===== config.mk =====
export PLATFORM = sky130hd
export DESIGN_NAME = glob_wildcard_matcher_unit
export DESIGN_NICKNAME = d
export VERILOG_FILES = /design/src/hw/rtl/gwm_pkg.sv /design/src/hw/rtl/gwm_cell.sv /design/src/hw/rtl/glob_wildcard_matcher_unit.sv
export SDC_FILE = /design/constraint.sdc
export NUM_CORES = 1
export LEC_CHECK = 0
export ABC_AREA = 1
export BUFFER_PORTS_ARGS = -buffer_cell sky130_fd_sc_hd__buf_2
export CAP_MARGIN = 0
export CELL_PAD_IN_SITES_DETAIL_PLACEMENT = 1
export CELL_PAD_IN_SITES_GLOBAL_PLACEMENT = 1
export CORE_ASPECT_RATIO = 0.8
export CORE_UTILIZATION = 30
export CTS_CLUSTER_DIAMETER = 30
export DETAILED_ROUTE_END_ITERATION = 10
export GPL_ROUTABILITY_DRIVEN = 0
export PLACE_DENSITY = 0.61
export SLEW_MARGIN = 5
export SYNTH_ARGS = -nofsm -noshare
export SYNTH_HDL_FRONTEND = slang
export SYNTH_SLANG_ARGS = --single-unit

===== constraint.sdc =====
create_clock -name clk_i -period 7 [get_ports clk_i]
set_input_delay 0.7 -clock clk_i [delete_from_list [all_inputs] [get_ports clk_i]]
set_output_delay 0.7 -clock clk_i [all_outputs]
set_load 0.01 [all_outputs]

===== src/hw/rtl/gwm_pkg.sv =====
`timescale 1ns / 1ps
`default_nettype none

package gwm_pkg;

  // item kinds carried on the input tuser
  typedef enum logic [1:0] {
    ACT_CLEAR   = 2'd0,
    ACT_APPEND  = 2'd1,
    ACT_SUBJECT = 2'd2,
    ACT_END     = 2'd3
  } action_e;

  localparam int unsigned CharW = 8;

  localparam logic [CharW-1:0] StarCh = 8'd42;  // '*'
  localparam logic [CharW-1:0] AnyCh  = 8'd63;  // '?'

  // control broadcast from the top level to every cell
  typedef struct packed {
    logic             clear;    // drop the stored pattern
    logic             append;   // store ch in the first empty cell
    logic             subject;  // advance the active set on ch
    logic             rearm;    // reset active set to position zero
    logic [CharW-1:0] ch;
  } ctrl_t;

endpackage

`default_nettype wire


===== src/hw/rtl/gwm_cell.sv =====
`timescale 1ns / 1ps
`default_nettype none

// one pattern position: stored byte, fill flag and active bit
module gwm_cell (
  input  wire logic          clk_i,
  input  wire logic          rst_ni,
  input  wire gwm_pkg::ctrl_t ctrl_i,
  input  wire logic          arm_i,          // active value after re-arm
  input  wire logic          prev_filled_i,
  input  wire logic          carry_i,        // star closure from the left
  input  wire logic          adv_i,          // advance from the left
  output logic               filled_o,
  output logic               carry_o,
  output logic               adv_o,
  output logic               end_hit_o
);

  logic                          filled_q, filled_d;
  logic                          active_q, active_d;
  logic [gwm_pkg::CharW-1:0]     byte_q;
  logic                          load;
  logic                          closed;
  logic                          is_star;
  logic                          hit;

  assign load    = ctrl_i.append & prev_filled_i & ~filled_q;
  assign closed  = active_q | carry_i;
  assign is_star = (byte_q == gwm_pkg::StarCh);
  assign hit     = (byte_q == gwm_pkg::AnyCh) | (byte_q == ctrl_i.ch);

  assign carry_o   = closed & filled_q & is_star;
  assign adv_o     = closed & filled_q & ~is_star & hit;
  assign end_hit_o = closed & prev_filled_i & ~filled_q;
  assign filled_o  = filled_q;

  always_comb begin
    filled_d = filled_q;
    if (ctrl_i.clear) begin
      filled_d = 1'b0;
    end else if (load) begin
      filled_d = 1'b1;
    end
  end

  always_comb begin
    active_d = active_q;
    if (ctrl_i.rearm) begin
      active_d = arm_i;
    end else if (ctrl_i.subject) begin
      active_d = carry_o | adv_i;
    end
  end

  always_ff @(posedge clk_i or negedge rst_ni) begin
    if (!rst_ni) begin
      filled_q <= 1'b0;
      active_q <= arm_i;
    end else begin
      filled_q <= filled_d;
      active_q <= active_d;
    end
  end

  always_ff @(posedge clk_i) begin
    if (load) begin
      byte_q <= ctrl_i.ch;
    end
  end

endmodule

`default_nettype wire


===== src/hw/rtl/glob_wildcard_matcher_unit.sv =====
`timescale 1ns / 1ps
`default_nettype none

// Whole-string glob matcher ('*' any run, '?' any byte, else literal). Send a
// clear, then the pattern one byte per transaction (append), then the subject
// one byte per transaction, then an end transaction; only the end transaction
// produces a result {overflow, matched}, and it re-arms the pattern for the
// next subject. Appending also restarts a subject in progress. The input accepts
// one transaction per cycle while s_axis_tready is high; a result is registered into
// the output register, or into the skid while a result waits. The pattern lives
// in a row of PAT_MAX cells, each holding one byte and one active bit; star
// closure ripples through the row within the cycle, which sets the clock limit.
// A two-deep output stage (register plus skid) lets the input keep flowing
// while a result waits; s_axis_tready drops only when both are full.
module glob_wildcard_matcher_unit #(
  parameter int unsigned PAT_MAX = 32
) (
  input  wire logic       clk_i,
  input  wire logic       rst_ni,
  input  wire logic       s_axis_tvalid,
  output logic            s_axis_tready,
  input  wire logic [7:0] s_axis_tdata,   // [7:0] ch
  input  wire logic [1:0] s_axis_tuser,   // [1:0] action
  output logic            m_axis_tvalid,
  input  wire logic       m_axis_tready,
  output logic [7:0]      m_axis_tdata    // [0] matched, [1] overflow, [7:2] zero
);

  // input side
  logic           in_acc;
  gwm_pkg::ctrl_t ctrl;
  logic           is_end;

  // cell chain, index i is the link into cell i, index PAT_MAX the tail
  logic [PAT_MAX:0]   fill;
  logic [PAT_MAX:0]   carry;
  logic [PAT_MAX:0]   adv;
  logic [PAT_MAX-1:0] end_hit;

  // accepting position beyond the last cell
  logic tail_q, tail_d;
  logic tail_closed;
  logic tail_hit;

  logic overflow_q, overflow_d;
  logic res_matched;

  // output register and skid
  logic       out_valid_q, out_valid_d;
  logic [1:0] out_q, out_d;
  logic       skid_valid_q, skid_valid_d;
  logic [1:0] skid_q, skid_d;
  logic       pop;

  assign s_axis_tready = ~skid_valid_q;
  assign in_acc        = s_axis_tvalid & s_axis_tready;

  always_comb begin
    ctrl         = '0;
    ctrl.ch      = s_axis_tdata;
    is_end       = 1'b0;
    if (in_acc) begin
      case (gwm_pkg::action_e'(s_axis_tuser))
        gwm_pkg::ACT_CLEAR: begin
          ctrl.clear = 1'b1;
          ctrl.rearm = 1'b1;
        end
        gwm_pkg::ACT_APPEND: begin
          ctrl.append = 1'b1;
          ctrl.rearm  = 1'b1;
        end
        gwm_pkg::ACT_SUBJECT: begin
          ctrl.subject = 1'b1;
        end
        gwm_pkg::ACT_END: begin
          ctrl.rearm = 1'b1;
          is_end     = 1'b1;
        end
        default: begin
          ctrl = ctrl;
        end
      endcase
    end
  end

  // nothing enters the first cell from the left; position zero is always "after" a fill
  assign fill[0]  = 1'b1;
  assign carry[0] = 1'b0;
  assign adv[0]   = 1'b0;

  for (genvar i = 0; i < PAT_MAX; i++) begin : g_cell
    gwm_cell u_cell (
      .clk_i         (clk_i),
      .rst_ni        (rst_ni),
      .ctrl_i        (ctrl),
      .arm_i         (i == 0),
      .prev_filled_i (fill[i]),
      .carry_i       (carry[i]),
      .adv_i         (adv[i]),
      .filled_o      (fill[i+1]),
      .carry_o       (carry[i+1]),
      .adv_o         (adv[i+1]),
      .end_hit_o     (end_hit[i])
    );
  end

  // tail never holds a star, so it only takes advances
  assign tail_closed = tail_q | carry[PAT_MAX];
  assign tail_hit    = tail_closed & fill[PAT_MAX];

  always_comb begin
    tail_d = tail_q;
    if (ctrl.rearm) begin
      tail_d = 1'b0;
    end else if (ctrl.subject) begin
      tail_d = adv[PAT_MAX];
    end
  end

  // append with every cell filled drops the byte and flags overflow
  always_comb begin
    overflow_d = overflow_q;
    if (ctrl.clear) begin
      overflow_d = 1'b0;
    end else if (ctrl.append && fill[PAT_MAX]) begin
      overflow_d = 1'b1;
    end
  end

  assign res_matched = ((|end_hit) | tail_hit) & ~overflow_q;

  assign pop = out_valid_q & m_axis_tready;

  always_comb begin
    out_valid_d  = out_valid_q;
    out_d        = out_q;
    skid_valid_d = skid_valid_q;
    skid_d       = skid_q;
    if (skid_valid_q) begin
      if (pop) begin
        out_d        = skid_q;
        skid_valid_d = 1'b0;
      end
    end else if (is_end) begin
      if (!out_valid_q || pop) begin
        out_valid_d = 1'b1;
        out_d       = {overflow_q, res_matched};
      end else begin
        skid_valid_d = 1'b1;
        skid_d       = {overflow_q, res_matched};
      end
    end else if (pop) begin
      out_valid_d = 1'b0;
    end
  end

  always_ff @(posedge clk_i or negedge rst_ni) begin
    if (!rst_ni) begin
      tail_q       <= 1'b0;
      overflow_q   <= 1'b0;
      out_valid_q  <= 1'b0;
      skid_valid_q <= 1'b0;
    end else begin
      tail_q       <= tail_d;
      overflow_q   <= overflow_d;
      out_valid_q  <= out_valid_d;
      skid_valid_q <= skid_valid_d;
    end
  end

  always_ff @(posedge clk_i) begin
    out_q  <= out_d;
    skid_q <= skid_d;
  end

  assign m_axis_tvalid = out_valid_q;
  assign m_axis_tdata  = {6'd0, out_q};

  // skid only fills behind a waiting result
  a_skid_behind_out : assert property (@(posedge clk_i) disable iff (!rst_ni)
    skid_valid_q |-> out_valid_q)
    else $error("skid holds a result while the output register is empty");

  // an overflowed pattern never reports a match
  a_ovf_no_match : assert property (@(posedge clk_i) disable iff (!rst_ni)
    out_valid_q && out_q[1] |-> !out_q[0])
    else $error("match reported with overflow set");

  // clear drops the overflow flag
  a_clear_ovf : assert property (@(posedge clk_i) disable iff (!rst_ni)
    ctrl.clear |=> !overflow_q)
    else $error("overflow survives a clear");

  // re-arm leaves the tail inactive
  a_rearm_tail : assert property (@(posedge clk_i) disable iff (!rst_ni)
    ctrl.rearm |=> !tail_q)
    else $error("tail active after re-arm");

endmodule

`default_nettype wire

==> impl_metrics.ini <==
[sta]
timing.fmax_mhz = 140
clock_skew_ns = 0.0198
hold_viol = 0
finalSetupViolCount = 4
rsz0062_at_grt = true
worst_slack_ns = -0.135
timing.hold.ws_ns = 0.288
max-slew-margin-rel_pct = 22.8
finalMaxSlewViolations = 0
min_period_over_period_pct = 102
min_period_ns = 7.14
worst-slew-pin-transition_ns = 1.15
finalSetupTns_ns = -0.420

[synth]
postSynthCellCount = 1598
yosysWarnings = 0
synth_area_per_cell_sq_um = 10.2
synth.yosys.seq_area_share_pct = 58.1
ys_seq_elements = 328
ys_types = 49
syn_area_sq_um = 16400
synth-main-ff-cell = edfxtp_1
synthTopCellsByArea = edfxtp_1 (48%), dfrtp_1 (10%), nand2_1 (7.0%)
yosysTopAreaCell = edfxtp_1
async_flop_share_pct = 20.7
yosysTopAreaCellShare_pct = 47.7
synthMostInstantiatedCell = nand2_1
synth_edf_count = 260
synth_common_cells = nand2_1 (304), edfxtp_1 (260), inv_1 (151)

[finish]
post-route-util_pct = 37.9
syn_to_final_growth_pct = 24.8
multi_input_area_sq_um = 6150
nNetsFinal = 1719
fin_area_sq_um = 20400
stdcell_count = 2477
drive_gt1_share_pct = 21.4
fill_cells = 5902
regArea_sq_um = 9510
n_antenna_cell = 0

[worst_setup_path]
worst-r2r-cell-count = 65
cpMostUsedCell = nand2_2
worstPathArrival_ns = 7.57
worst_setup_path_start_kind = flop
path_max_fanout = 3
required_ns = 7.43
critPathSlowestCell = edfxtp_1
worstSetupPathType = reg2reg
end_kind = flop
max_stage_delay_ns = 0.40

[placed_design]
dp_slack_ns = 0.0846
place.port_buffers = 17
hpwl_um = 29000
dp_cells = 2279
placedInstanceArea_sq_um = 17300

[clock_tree]
clock_sinks = 328
cts_inserted_buffers = 83
clk_pin_slew_ns = 0.04
cts_max_level = 3
clockRootBuffer = clkbuf_16
worst_skew_pair.late_latency_ns = 0.60
tritoncts = done
clock_path_buffers = 3

[floorplan]
die_h_um = 211
rows = 76
pin_count = 24
coreArea_sq_um = 53900
dieArea_sq_um = 55500
start_util_pct = 30.4
chipWidth_um = 263

[power_and_ir_drop]
power_density_nw_per_um2 = 313
leakage_nw = 7.44
peakVddDrop_mv = 0.166
totalPowerFinal_mw = 6.40

[hold_path]
hold_class = in2async

[global_route]
grt_usage_pct = 17.5
grt_pass1_wl_um = 75500
overflow = 0
grt_max_degree = 69
grt_pass1_vias = 13400
antenna_found_initial = 0

[status]
failed_checks = negative setup slack
status = finished, violations left

[route]
final_antenna_net_count = 0
vias_per_cell = 5.06
drcViolationCount = 0
vias = 12500
drt-total-wl_um = 48200
drtIter0Drc = 670
avgRoutedWirePerCell_um = 19.5
drt_pre_antenna_iters = 5

[run]
cap_violations = 0
## what timing repair did
item,4_1_cts,5_1_grt
hold buffers,0,0
pin swaps,6,39
resized for setup,0,20
endpoints found under the setup margin,3,7
setup buffers,6,37
## kinds of logic after synthesis
group | synth area share [%]
buf+inv | 5.13
simple gates | 24.1
xor+xnor | 5.88
other cells | 0.0229
flops | 58.1
compound gates | 6.84
## critical path, delay by kind of cell (launching register included)
kind,cells,cell delay [ns]
DFF,1,0.40
and+or+nand+nor,64,6.39
AOI/OAI and AO/OA,1,0.19
## per-layer routing
layer,global-route usage (%),share of wire (%)
met3,3.39,3.1
met4,5.93,2.6
met2,28.7,46
met1,23.2,48
met5,0,0
## report_power, final
part,internal (mW),switching (mW)
Combinational,0.108,0.253
Sequential,2.21,0.105
Clock,2.55,1.17
## state kept, by name, summed over array words and instances (netlist names), 2 cells and up
register	flops
g_cell.u_cell.active_q	32
g_cell.u_cell.byte_q	256
g_cell.u_cell.filled_o	32
out_q	2
skid_q	2
## final timing paths
kind	slack (ns)	start	endpoint
setup / recovery	-0.14	g_cell[1].u_cell.byte_q[6]	skid_q[0]
hold / removal	0.29	rst_ni	g_cell[1].u_cell.filled_o
setup reg to reg	-0.14	g_cell[1].u_cell.byte_q[6]	skid_q[0]
hold reg to reg	0.51	g_cell[0].u_cell.active_q	g_cell[0].u_cell.active_q
max in group asynchronous	6.08	rst_ni	g_cell[17].u_cell.filled_o
min in group clk_i	0.45	s_axis_tdata[3]	g_cell[19].u_cell.byte_q[3]
## cells in the final DEF, fill, tap and decap left out, types with 5 or more instances in the layout
| cell type | instances |
|---|---|
| clkinv_1 | 12 |
| clkinvlp_4 | 13 |
| nor2_1 | 100 |
| edfxtp_1 | 260 |
| o32a_1 | 9 |
| o2111a_1 | 5 |
| buf_2 | 14 |
| clkinv_2 | 13 |
| o2111ai_1 | 18 |
| buf_4 | 63 |
| dfrtp_1 | 67 |
| nand4_1 | 90 |
| bufinv_16 | 8 |
| o31ai_1 | 8 |
| inv_1 | 146 |
| o21ai_0 | 37 |
| nand2_1 | 300 |
| clkbuf_1 | 13 |
| a21oi_1 | 41 |
| xor2_1 | 22 |
| or2_2 | 82 |
| nand3_1 | 63 |
| nor3_1 | 24 |
| o32ai_1 | 6 |
| o22ai_1 | 5 |
| xnor2_1 | 88 |
| clkbuf_16 | 86 |
| nor4_1 | 28 |
| inv_2 | 8 |
| o41ai_1 | 10 |
| a2111oi_0 | 5 |
| nand2_2 | 32 |
| nand3_4 | 6 |
| nand3_2 | 27 |
| nand3b_1 | 8 |
| conb_1 | 6 |
## final cells by class
| class | instances | area share, % |
|---|---|---|
| Timing Repair Buffer | 77 | 2.66 |
| Multi-Input combinational cell | 1059 | 30.1 |
| Clock buffer | 101 | 10.9 |
| Sequential cell | 328 | 46.5 |
| Clock inverter | 54 | 2.67 |
| Inverter | 156 | 2.86 |
| Tap cell | 702 | 4.30 |
No activity file was read; power rests on OpenSTA's default activity.
